[src/hdl/efr_pkg.sv]
`timescale 1ns / 1ps
// ----------------------------------------------------------------------------
// efr_pkg
// Shared types and codes for the escaped frame receiver with XOR check.
// ----------------------------------------------------------------------------
package efr_pkg;

   // field widths fixed by the interface
   localparam int ByteW   = 8;
   localparam int IndexW  = 6;
   localparam int StatusW = 3;
   localparam int LengthW = 7;
   localparam int CsrIdxW = 2;

   // register indexes on the csr port
   localparam logic [CsrIdxW-1:0] CSR_START_BYTE  = 2'd0;
   localparam logic [CsrIdxW-1:0] CSR_STOP_BYTE   = 2'd1;
   localparam logic [CsrIdxW-1:0] CSR_ESCAPE_BYTE = 2'd2;

   // register reset values
   localparam logic [ByteW-1:0] START_BYTE_RESET  = 8'd125;
   localparam logic [ByteW-1:0] STOP_BYTE_RESET   = 8'd126;
   localparam logic [ByteW-1:0] ESCAPE_BYTE_RESET = 8'd127;

   // frame status codes
   localparam logic [StatusW-1:0] STATUS_NONE      = 3'd0;
   localparam logic [StatusW-1:0] STATUS_GOOD      = 3'd1;
   localparam logic [StatusW-1:0] STATUS_CHECK_ERR = 3'd2;
   localparam logic [StatusW-1:0] STATUS_ABORTED   = 3'd3;
   localparam logic [StatusW-1:0] STATUS_RESTARTED = 3'd4;

   // receive mode, one-hot
   typedef enum logic [3:0] {
      MODE_HUNT      = 4'b0001,
      MODE_SKIP      = 4'b0010,
      MODE_FRAME     = 4'b0100,
      MODE_FRAME_ESC = 4'b1000
   } rx_mode_type;

   // framing bytes from the csr registers
   typedef struct packed {
      logic [ByteW-1:0] start_byte;
      logic [ByteW-1:0] stop_byte;
      logic [ByteW-1:0] escape_byte;
   } efr_cfg_type;

   // one result item
   typedef struct packed {
      logic               byte_valid;
      logic [ByteW-1:0]   data_byte;
      logic [IndexW-1:0]  byte_index;
      logic [StatusW-1:0] frame_status;
      logic [LengthW-1:0] frame_length;
   } efr_rsp_type;

endpackage

[src/hdl/escaped_frame_receiver_xor_check_core.sv]
`timescale 1ns / 1ps
// rsp_valid rises once a request has passed the input register and then the
// result register, which holds it back while full and not being drained;
// one request per cycle sustained, set by the frame state update, while the
// result register can take a result; requests that give no result wait too.
// Reset (synchronous, active high) returns to hunting with count and XOR at
// zero, empties both registers and restores the framing bytes to 125/126/127.
// ----------------------------------------------------------------------------
// escaped_frame_receiver_xor_check_core
// Escaped-byte frame decoder with XOR checksum: emits each stored byte with
// its index and a frame status at frame end or restart.
// ----------------------------------------------------------------------------
module escaped_frame_receiver_xor_check_core #(
   parameter int BUFFER_LENGTH = 64
) (
   input  logic       clock,
   input  logic       reset,
   // request channel
   input  logic       req_valid,
   output logic       req_ready,
   input  logic [7:0] req_rx_byte,
   // response channel
   output logic       rsp_valid,
   input  logic       rsp_ready,
   output logic       rsp_byte_valid,
   output logic [7:0] rsp_data_byte,
   output logic [5:0] rsp_byte_index,
   output logic [2:0] rsp_frame_status,
   output logic [6:0] rsp_frame_length,
   // register write port
   input  logic       csr_wen,
   input  logic [1:0] csr_index,
   input  logic [7:0] csr_wdata
);
   import efr_pkg::*;

   efr_cfg_type      cfg_ff;
   logic             in_valid_ff;
   logic [ByteW-1:0] in_byte_ff;
   logic             can_load, step, has_result;
   efr_rsp_type      result, rsp_data;

   // framing byte registers
   always_ff @(posedge clock) begin
      if (reset) begin
         cfg_ff.start_byte  <= START_BYTE_RESET;
         cfg_ff.stop_byte   <= STOP_BYTE_RESET;
         cfg_ff.escape_byte <= ESCAPE_BYTE_RESET;
      end else if (csr_wen) begin
         case (csr_index)
            CSR_START_BYTE:  cfg_ff.start_byte  <= csr_wdata;
            CSR_STOP_BYTE:   cfg_ff.stop_byte   <= csr_wdata;
            CSR_ESCAPE_BYTE: cfg_ff.escape_byte <= csr_wdata;
            default: ;
         endcase
      end
   end

   // input register advances whenever the result register can take a result
   assign step      = in_valid_ff && can_load;
   assign req_ready = !in_valid_ff || can_load;

   always_ff @(posedge clock) begin
      if (reset) begin
         in_valid_ff <= 1'b0;
      end else if (req_ready) begin
         in_valid_ff <= req_valid;
      end
   end

   always_ff @(posedge clock) begin
      if (req_valid && req_ready) begin
         in_byte_ff <= req_rx_byte;
      end
   end

   efr_frame_engine #(
      .BUFFER_LENGTH (BUFFER_LENGTH)
   ) u_engine (
      .clock      (clock),
      .reset      (reset),
      .step       (step),
      .rx_byte    (in_byte_ff),
      .cfg        (cfg_ff),
      .has_result (has_result),
      .result     (result)
   );

   efr_rsp_reg u_rsp_reg (
      .clock     (clock),
      .reset     (reset),
      .load      (step && has_result),
      .load_data (result),
      .can_load  (can_load),
      .rsp_valid (rsp_valid),
      .rsp_ready (rsp_ready),
      .rsp_data  (rsp_data)
   );

   assign rsp_byte_valid   = rsp_data.byte_valid;
   assign rsp_data_byte    = rsp_data.data_byte;
   assign rsp_byte_index   = rsp_data.byte_index;
   assign rsp_frame_status = rsp_data.frame_status;
   assign rsp_frame_length = rsp_data.frame_length;

endmodule

[src/hdl/efr_frame_engine.sv]
`timescale 1ns / 1ps
// ----------------------------------------------------------------------------
// efr_frame_engine
// Frame state machine: unescapes bytes, tracks count and running XOR, and
// forms the result for one byte combinationally.
// ----------------------------------------------------------------------------
module efr_frame_engine #(
   parameter int BUFFER_LENGTH = 64
) (
   input  logic                       clock,
   input  logic                       reset,
   input  logic                       step,
   input  logic [7:0]                 rx_byte,
   input  efr_pkg::efr_cfg_type       cfg,
   output logic                       has_result,
   output efr_pkg::efr_rsp_type       result
);
   import efr_pkg::*;

   localparam int CntW = $clog2(BUFFER_LENGTH + 1);
   localparam logic [CntW-1:0] CntFull = CntW'(BUFFER_LENGTH);

   rx_mode_type        mode_ff, mode_in;
   logic [CntW-1:0]    count_ff, count_in;
   logic [ByteW-1:0]   xor_ff, xor_in;
   logic [ByteW-1:0]   last_ff, last_in;
   logic [ByteW-1:0]   second_ff, second_in;

   logic               is_esc, is_start, is_stop, full;
   logic [CntW-1:0]    count_st;
   logic [ByteW-1:0]   xor_st;
   logic [CntW+6:0]    count_ext, count_st_ext;
   logic [StatusW-1:0] check_now, check_st;

   // byte classification and the values after storing this byte
   always_comb begin
      is_esc       = (rx_byte == cfg.escape_byte);
      is_start     = (rx_byte == cfg.start_byte);
      is_stop      = (rx_byte == cfg.stop_byte);
      full         = (count_ff >= CntFull);
      count_st     = count_ff + 1'b1;
      xor_st       = xor_ff ^ second_ff;
      count_ext    = {7'd0, count_ff};
      count_st_ext = {7'd0, count_st};
      check_now    = (xor_ff == second_ff) ? STATUS_GOOD : STATUS_CHECK_ERR;
      check_st     = (xor_st == last_ff) ? STATUS_GOOD : STATUS_CHECK_ERR;
   end

   // next state and result
   always_comb begin
      mode_in    = mode_ff;
      count_in   = count_ff;
      xor_in     = xor_ff;
      last_in    = last_ff;
      second_in  = second_ff;
      has_result = 1'b0;
      result     = '0;
      case (mode_ff)
         MODE_HUNT: begin
            if (is_esc) begin
               mode_in = MODE_SKIP;
            end else if (is_start) begin
               mode_in           = MODE_FRAME;
               count_in          = CntW'(1);
               xor_in            = '0;
               second_in         = '0;
               last_in           = cfg.start_byte;
               has_result        = 1'b1;
               result.byte_valid = 1'b1;
               result.data_byte  = rx_byte;
            end
         end
         MODE_SKIP: begin
            mode_in = MODE_HUNT;
         end
         MODE_FRAME: begin
            if (is_esc) begin
               mode_in = MODE_FRAME_ESC;
            end else if (is_start) begin
               count_in            = CntW'(1);
               xor_in              = '0;
               second_in           = '0;
               last_in             = cfg.start_byte;
               has_result          = 1'b1;
               result.byte_valid   = 1'b1;
               result.data_byte    = rx_byte;
               result.frame_status = STATUS_RESTARTED;
            end else if (full) begin
               // buffer full: drop the byte and close the frame
               mode_in             = MODE_HUNT;
               has_result          = 1'b1;
               result.frame_status = check_now;
               result.frame_length = count_ext[LengthW-1:0];
            end else begin
               count_in          = count_st;
               xor_in            = xor_st;
               second_in         = last_ff;
               last_in           = rx_byte;
               has_result        = 1'b1;
               result.byte_valid = 1'b1;
               result.data_byte  = rx_byte;
               result.byte_index = count_ext[IndexW-1:0];
               if (is_stop) begin
                  mode_in             = MODE_HUNT;
                  result.frame_status = check_st;
                  result.frame_length = count_st_ext[LengthW-1:0];
               end
            end
         end
         MODE_FRAME_ESC: begin
            has_result = 1'b1;
            if (full) begin
               // escaped byte with no room left aborts the frame
               mode_in             = MODE_HUNT;
               result.frame_status = STATUS_ABORTED;
            end else begin
               mode_in           = MODE_FRAME;
               count_in          = count_st;
               xor_in            = xor_st;
               second_in         = last_ff;
               last_in           = rx_byte;
               result.byte_valid = 1'b1;
               result.data_byte  = rx_byte;
               result.byte_index = count_ext[IndexW-1:0];
            end
         end
         default: begin
            mode_in = MODE_HUNT;
         end
      endcase
   end

   // state registers
   always_ff @(posedge clock) begin
      if (reset) begin
         mode_ff   <= MODE_HUNT;
         count_ff  <= '0;
         xor_ff    <= '0;
         last_ff   <= '0;
         second_ff <= '0;
      end else if (step) begin
         mode_ff   <= mode_in;
         count_ff  <= count_in;
         xor_ff    <= xor_in;
         last_ff   <= last_in;
         second_ff <= second_in;
      end
   end

endmodule

[src/hdl/efr_rsp_reg.sv]
`timescale 1ns / 1ps
// ----------------------------------------------------------------------------
// efr_rsp_reg
// Result register: holds one response until the downstream side takes it.
// ----------------------------------------------------------------------------
module efr_rsp_reg (
   input  logic                 clock,
   input  logic                 reset,
   input  logic                 load,
   input  efr_pkg::efr_rsp_type load_data,
   output logic                 can_load,
   output logic                 rsp_valid,
   input  logic                 rsp_ready,
   output efr_pkg::efr_rsp_type rsp_data
);
   import efr_pkg::*;

   logic        valid_ff, valid_in;
   efr_rsp_type data_ff;

   // register is free when empty or being drained this cycle
   assign can_load = !valid_ff || rsp_ready;

   always_comb begin
      valid_in = valid_ff;
      if (load) begin
         valid_in = 1'b1;
      end else if (rsp_ready) begin
         valid_in = 1'b0;
      end
   end

   always_ff @(posedge clock) begin
      if (reset) begin
         valid_ff <= 1'b0;
      end else begin
         valid_ff <= valid_in;
      end
   end

   // payload
   always_ff @(posedge clock) begin
      if (load) begin
         data_ff <= load_data;
      end
   end

   assign rsp_valid = valid_ff;
   assign rsp_data  = data_ff;

endmodule

[config.mk]
export PLATFORM = sky130hd
export DESIGN_NAME = escaped_frame_receiver_xor_check_core
export DESIGN_NICKNAME = d
export VERILOG_FILES = /design/src/hdl/efr_pkg.sv /design/src/hdl/escaped_frame_receiver_xor_check_core.sv /design/src/hdl/efr_frame_engine.sv /design/src/hdl/efr_rsp_reg.sv
export SDC_FILE = /design/constraint.sdc
export NUM_CORES = 1
export LEC_CHECK = 0
export BUFFER_PORTS_ARGS = -buffer_cell sky130_fd_sc_hd__buf_2
export CORE_MARGIN = 3
export CORE_UTILIZATION = 40
export DETAILED_ROUTE_END_ITERATION = 16
export PLACE_DENSITY_LB_ADDON = 0.25
export SLEW_MARGIN = 20
export SYNTH_ARGS = -nofsm -noshare
export SYNTH_HDL_FRONTEND = slang
export SYNTH_SLANG_ARGS = --single-unit
[constraint.sdc]
create_clock -name clock -period 2.88 [get_ports clock]
set_input_delay 0.864 -clock clock [delete_from_list [all_inputs] [get_ports clock]]
set_output_delay 0.864 -clock clock [all_outputs]
set_load 0.01 [all_outputs]
==> summary.txt, run 1 <==
Worst setup path
  – Crit Path Category: reg -> reg
  – Crit. End Element: register
  – Critical-path maximum fanout: 26
  – Crit path arrival time: around 2.8 ns
  – WP data required: 3.14 ns
  – Startpoint types: register

Synthesis
  – Distinct cells, synth: 53
  – Dominant cell type by area after synthesis: dfxtp_1
  – Most area-consuming cells after synthesis: dfxtp_1 27%, edfxtp_1 22%, nand2_1 5.5%
  – Top post-synthesis cells by count: 67 x nand2_1, 61 x dfxtp_1, 33 x edfxtp_1, 27 x a21oi_1, 26 x xnor2_1
  – Post-Syn Area: approximately 4500 µm²
  – Yosys warnings: 0
  – Seq/Total Area, Yosys: 48.7%
  – Syn_area_per_cell: ~9.5 µm²
  – Ys async rst share: 0%
  – #FFs+latches synth: between 90 and 100
  – EDFF count, synth: 33
  – Most used DFF post-synth: dfxtp_1
  – Mapped Cells: roughly 480
  – Most frequent cell after synthesis: nand2_1
  – Net Count, Synth: 502
  – Share of the synthesized area in the top cell type: 26.9%

GRT
  – First-pass GRT wire length: 19500 µm
  – Vias in the first global route: 3799
  – GRT Total Usage: 19.1%
  – Initial antenna violation count: 0
  – Largest net degree at the start of global routing: 27
  – Total gr overflow: 0

Routing
  – First drt pass iteration count: 5
  – Via density: approximately 5.6
  – Initial drt markers: about 260
  – DR WL/cell: 17.4 µm
  – Routed WL: ~12000 µm
  – Via count: 3751
  – Routed Antenna Nets: 0
  – DRC viols: 0

Placement
  – Setup slack after placement: 0.222 ns
  – Routability cong.: 0.897
  – Hpwl dp: slightly above 8000 µm
  – Count of buffers from port buffering: 49
  – DP Cell Count: 659

Final layout
  – Final net count: around 560
  – Storage element area: 2210 µm²
  – Area occupied by multi-input gates: 2210 µm²
  – Layout fillers: around 1000
  – Count of non-filler cells in the finished layout: 675
  – Area grow syn2layout: 17.5%
  – Layout cell share with drive strength beyond 1: 19.1%
  – Diodes inserted: 0
  – Final core occ: 48.6%

CTS
  – Num CTS Buffers: 9
  – Clk Latency, worst-skew pair: 0.34 ns
  – Buffer depth of the longest clock path: 2
  – CTS tree: built
  – CTS root buffer: clkbuf_16
  – CTS sink cnt: 94
  – H-tree depth: 3
  – Setup bufs post-CTS: 0
  – Clk pin slew, worst setup/hold paths: 0.07 ns
  – Hold Buf Count CTS: 0
  – Post-CTS sizing: 0

Floorplanning
  – Core area: roughly 11000 µm²
  – Row count: 38
  – Die Ht: 113 µm
  – Initial Utilization: 41.4%
  – Die area: 12700 µm²
  – IO Count: 50
  – Chip Width: 113 µm

Min path
  – Min-delay worst type: reg -> reg

Timing
  – RSZ-0062 raised after global routing: false
  – Fin. max-slew vios: 0
  – Clock skew: 0.00877 ns
  – Slew @ Worst Pin: ~0.56 ns
  – Final period util: roughly nine tenths
  – Slew HR: 62.4%
  – Hold Fails Final Rpt: 0
  – Setup TNS: 0 ns
  – Crit path time final: 2.56 ns
  – Final setup margin: 0.320 ns
  – Endpoints failing setup: 0
  – Fmax: 0.391 GHz

Run
  – # Max-Cap Violations: 0

Power
  – Power Dens Cells: 542 nW/µm²
  – Leakage: around 0.002 µW
  – VDD IR max: 320 µV
  – Power, Total: approximately 2900 µW

Status
  – Status: complete, no violations
-- metal layers --
metal	vias up	track usage [%]	share of wire (%)
met5	-	0	0
met4	0	7.45	1.7
met3	19	3.34	4.3
met2	96	30.1	46
met1	1796	26.2	48
li1	1840	-	-
-- kinds of logic after synthesis --
family | after synthesis | synth area share (%)
XOR/XNOR | 42 | 8.10
flip-flops | 94 | 48.7
AO/OA/AOI/OAI | 109 | 16.2
multiplexers | 14 | 3.25
adder cells (fa/ha/maj) | 3 | 0.827
buffers and inverters | 32 | 2.73
AND/OR/NAND/NOR | 182 | 20.2
-- final cells by class --
cell class	instances	area share, %
inverters	8	0.562
well taps	140	3.28
clock inverters	6	1.76
flip-flops and latches	94	41.4
repair buffers	67	7.36
clock buffers	10	4.29
multi-input cells	350	41.3
-- worst max-delay path, stage by stage (launching register included) --
cell,delay [ns]
edfxtp_1,0.57
xnor2_1,0.24
nand4_1,0.25
o21ai_1,0.49
o211ai_2,0.30
nand2_1,0.18
inv_1,0.08
buf_12,0.17
o31ai_1,0.19
-- where the power goes --
part | total (µW) | leakage, µW | switching, µW | internal [µW]
Sequential | 1430 | 0.000810 | 37.2 | 1390
Clock | 1310 | 0.000159 | 536 | 771
Combinational | 159 | 0.000976 | 87.7 | 70.9
-- worst paths after layout --
kind,from,end,slack (ns),cells after the start
worst max-delay path,in_byte_ff[7],u_engine.count_ff[6],0.32,8
worst min-delay path,cfg_ff[15],cfg_ff[15],0.47,2
worst max register to register,in_byte_ff[7],u_engine.count_ff[6],0.32,8
worst min register to register,cfg_ff[15],cfg_ff[15],0.47,2
-- cell usage in the layout, fill, tap and decap left out, types with 3 or more instances in the layout --
cell type  count
nand2_1       67
dfxtp_1       61
buf_2         49
edfxtp_1      33
a21oi_1       27
xnor2_1       26
nand3_1       22
o21ai_0       19
nor2_1        19
buf_4         17
xor2_1        16
nand2b_1      12
nand4_1       11
nor3_1        10
nor2b_1       10
clkbuf_16      9
a22o_1         8
mux2i_1        8
a211oi_1       8
inv_1          7
o22ai_1        7
or3_1          6
o21a_1         6
mux2_2         6
a2111oi_0      6
a31o_2         6
or2_2          5
and2_1         5
or4_1          4
o21ai_1        3
a31oi_1        3
ha_1           3
-- registers in the layout (all words and copies together) (netlist names) --
| register | cells |
|---|---|
| u_rsp_reg.rsp_valid | 1 |
| in_byte_ff | 8 |
| u_engine.mode_ff | 4 |
| u_rsp_reg.rsp_data | 25 |
| u_engine.xor_ff | 8 |
| u_engine.last_ff | 8 |
| u_engine.second_ff | 8 |
| in_valid_ff | 1 |
| cfg_ff | 24 |
| u_engine.count_ff | 7 |
-- metrics by stage --
step                hold WS (ns)  area, µm²
floorplan                  0.448       4540
global placement           0.459       5020
detailed placement         0.461       5020
CTS                        0.470       5340
global route               0.493       5340
finish                     0.469       5340
Power figures use the tool's default switching activity.
==> run 2: changes to the inputs <==
--- a/config.mk
+++ b/config.mk
@@ -5,6 +5,7 @@
 export SDC_FILE = /design/constraint.sdc
 export NUM_CORES = 1
 export LEC_CHECK = 0
+export ABC_AREA = 1
 export BUFFER_PORTS_ARGS = -buffer_cell sky130_fd_sc_hd__buf_2
 export CORE_MARGIN = 3
 export CORE_UTILIZATION = 40
==> run 2 against run 1 <==
Against the previous run:
- total power increased by 13%
- cell count increased by 25%
- wire length decreased by 7.2%
- worst hold slack about the same
- via count increased by 13%
- sequential share of layout area decreased by 1.2 points
- combinational power increased to 3.1 times the previous value
- register-to-register slack improved by 0.41 ns
- die area increased by 5.7%
- utilization decreased by 1.3 points
- flip-flop and latch count unchanged
- sequential power increased by 6%
- critical endpoint is now u_engine.second_ff[5]
==> summary.txt, run 2 <==
Min path
  – Min-delay worst type: reg -> reg

Timing
  – Hold Fails Final Rpt: 0 (unchanged)
  – Fin. max-slew vios: 0 (unchanged)
  – Setup TNS: 0 ns (unchanged)
  – Slew @ Worst Pin: 0.622 ns (+0.0609 ns)
  – Slew HR: 58.3% (-4.2 points)
  – Final period util: 74.8% (-14 points)
  – Clock skew: 0.00704 ns (-0.00173 ns)
  – Fmax: 0.464 GHz (+19%)
  – Crit path time final: 2.15 ns (-0.405 ns)
  – Worst hold margin: 0.469 ns (-0.000234 ns)
  – Endpoints failing setup: 0 (unchanged)
  – RSZ-0062 raised after global routing: false

Worst setup path
  – Critical-path maximum fanout: 72 (+180%)
  – Crit. End Element: register
  – Crit Path Category: reg -> reg
  – Startpoint types: register
  – Crit path arrival time: 2.38 ns (-0.44 ns)
  – WP data required: 3.11 ns (-0.03 ns)

Synthesis
  – Top post-synthesis cells by count: 188 x nand2_1, 116 x nor2_1, 61 x dfxtp_1, 52 x inv_1, 34 x o21ai_0
  – Ys async rst share: 0% (unchanged)
  – #FFs+latches synth: 94 (unchanged)
  – Net Count, Synth: 683 (+36%)
  – Syn_area_per_cell: 7.33 µm² (-23%)
  – Distinct cells, synth: 30 (-43%)
  – Most area-consuming cells after synthesis: dfxtp_1 25%, edfxtp_1 21%, nand2_1 15%
  – Most frequent cell after synthesis: nand2_1
  – Yosys warnings: 0 (unchanged)
  – Seq/Total Area, Yosys: 45.9% (-2.8 points)
  – EDFF count, synth: 33 (unchanged)
  – Dominant cell type by area after synthesis: dfxtp_1
  – Most used DFF post-synth: dfxtp_1
  – Post-Syn Area: 4810 µm² (+6.0%)
  – Mapped Cells: 657 (+38%)
  – Share of the synthesized area in the top cell type: 25.4% (-1.5 points)

Routing
  – Via count: 4224 (+13%)
  – Routed Antenna Nets: 0 (unchanged)
  – DRC viols: 0 (unchanged)
  – Via density: 4.99 (-10%)
  – Routed WL: 10900 µm (-7.2%)
  – DR WL/cell: 12.9 µm (-26%)
  – Initial drt markers: 290 (+12%)
  – First drt pass iteration count: 4 (-1)

CTS
  – Hold Buf Count CTS: 0 (unchanged)
  – Buffer depth of the longest clock path: 2 (unchanged)
  – CTS tree: built
  – Setup bufs post-CTS: 0 (unchanged)
  – H-tree depth: 3 (unchanged)
  – Post-CTS sizing: 0 (unchanged)
  – Num CTS Buffers: 9 (unchanged)
  – CTS sink cnt: 94 (unchanged)
  – Clk pin slew, worst setup/hold paths: 0.07 ns (about the same)
  – CTS root buffer: clkbuf_16
  – Clk Latency, worst-skew pair: 0.34 ns (about the same)

Power
  – VDD IR max: 297 µV (-7.3%)
  – Power, Total: 3270 µW (+13%)
  – Leakage: 0.00250 µW (+29%)
  – Power Dens Cells: 595 nW/µm² (+9.7%)

GRT
  – Vias in the first global route: 3948 (+3.9%)
  – GRT Total Usage: 17.3% (-1.9 points)
  – First-pass GRT wire length: 18500 µm (-5.4%)
  – Initial antenna violation count: 0 (unchanged)
  – Largest net degree at the start of global routing: 73 (+170%)
  – Total gr overflow: 0 (unchanged)

Floorplanning
  – IO Count: 50 (unchanged)
  – Initial Utilization: 41.5% (+0.10 points)
  – Die area: 13400 µm² (+5.7%)
  – Row count: 39 (+2.6%)
  – Die Ht: 116 µm (+2.8%)
  – Core area: 11600 µm² (+5.7%)
  – Chip Width: 116 µm (+2.8%)

Placement
  – Count of buffers from port buffering: 49 (unchanged)
  – Routability cong.: 0.831 (-7.4%)
  – Hpwl dp: 7590 µm (-7.8%)

Final layout
  – Storage element area: 2210 µm² (unchanged)
  – Layout cell share with drive strength beyond 1: 12.5% (-6.5 points)
  – Final net count: 724 (+30%)
  – Most frequent cells in the layout: 188 x nand2_1, 116 x nor2_1, 61 x dfxtp_1, 52 x inv_1, 49 x buf_2
  – Commonest non-fill, non-tap cell in the layout: nand2_1
  – Layout fillers: 1162 (+11%)
  – Max reg flops: 25 (unchanged)
  – Area grow syn2layout: 14.1%
  – Diodes inserted: 0 (unchanged)
  – Area occupied by multi-input gates: 2250 µm² (+2.0%)

Status
  – Status: complete, no violations

Run
  – # Max-Cap Violations: 0 (unchanged)
## run 2: metal layers
| layer | up-vias | global-route usage [%] | wire (µm) |
|---|---|---|---|
| met5 | - | 0 | 0 |
| met2 | 95 | 28.7 | 5120 |
| met3 | 15 | 3.13 | 406 |
| li1 | 2168 | - | - |
| met1 | 1946 | 22.8 | 5190 |
| met4 | 0 | 5.72 | 165 |
## run 2: stage by stage
step                      area [µm²]  utilization, %  worst slack [ns]  cells
after floorplan                 4810               -             0.899    657
after global placement          5180            44.6             0.646    830
after detailed placement        5180            44.6             0.566    830
after CTS                       5490            47.3             0.699    846
after global routing            5490            47.3             0.390    846
final                           5490            47.3             0.725    846
## run 2: power by group
part	total, µW	switching, µW	internal [µW]
logic	496	310	186
clock network	1260	502	761
registers	1510	64.3	1450
total	3270	876	2390
## run 2: kinds of logic after synthesis
logic type               share of synthesized area, %
adder cells (fa/ha/maj)                         0.780
flip-flops                                       45.9
AO/OA/AOI/OAI                                    9.82
XOR/XNOR                                         6.73
buffers and inverters                            7.30
AND/OR/NAND/NOR                                  29.4
## run 2: worst paths after layout
path                                    start                     to  slack (ns)  cells after the start
worst min-delay path                cfg_ff[7]              cfg_ff[7]        0.47                      2
worst min register to register      cfg_ff[7]              cfg_ff[7]        0.47                      2
worst max register to register  in_byte_ff[6]  u_engine.second_ff[5]        0.73                     11
worst max-delay path            in_byte_ff[6]  u_engine.second_ff[5]        0.73                     11
## run 2: area by class of cell
cell class	count	share of cell area [%]
Multi-Input combinational cell	478	41.0
Inverter	58	3.96
Clock inverter	6	1.57
Clock buffer	10	4.17
Sequential cell	94	40.3
Timing Repair Buffer	57	5.79
Tap cell	143	3.26
## run 2: worst max-delay path, stage by stage, from the launching register on
cell and delay [ns]:
edfxtp_1 0.50, xnor2_1 0.18, nand2_1 0.13, nor2_1 0.13, nand2_2 0.12, nand2_2 0.09, nand2_2 0.06, nor2_4 0.19
buf_12 0.32, nand2_1 0.11, o21ai_1 0.10, nor2_1 0.05
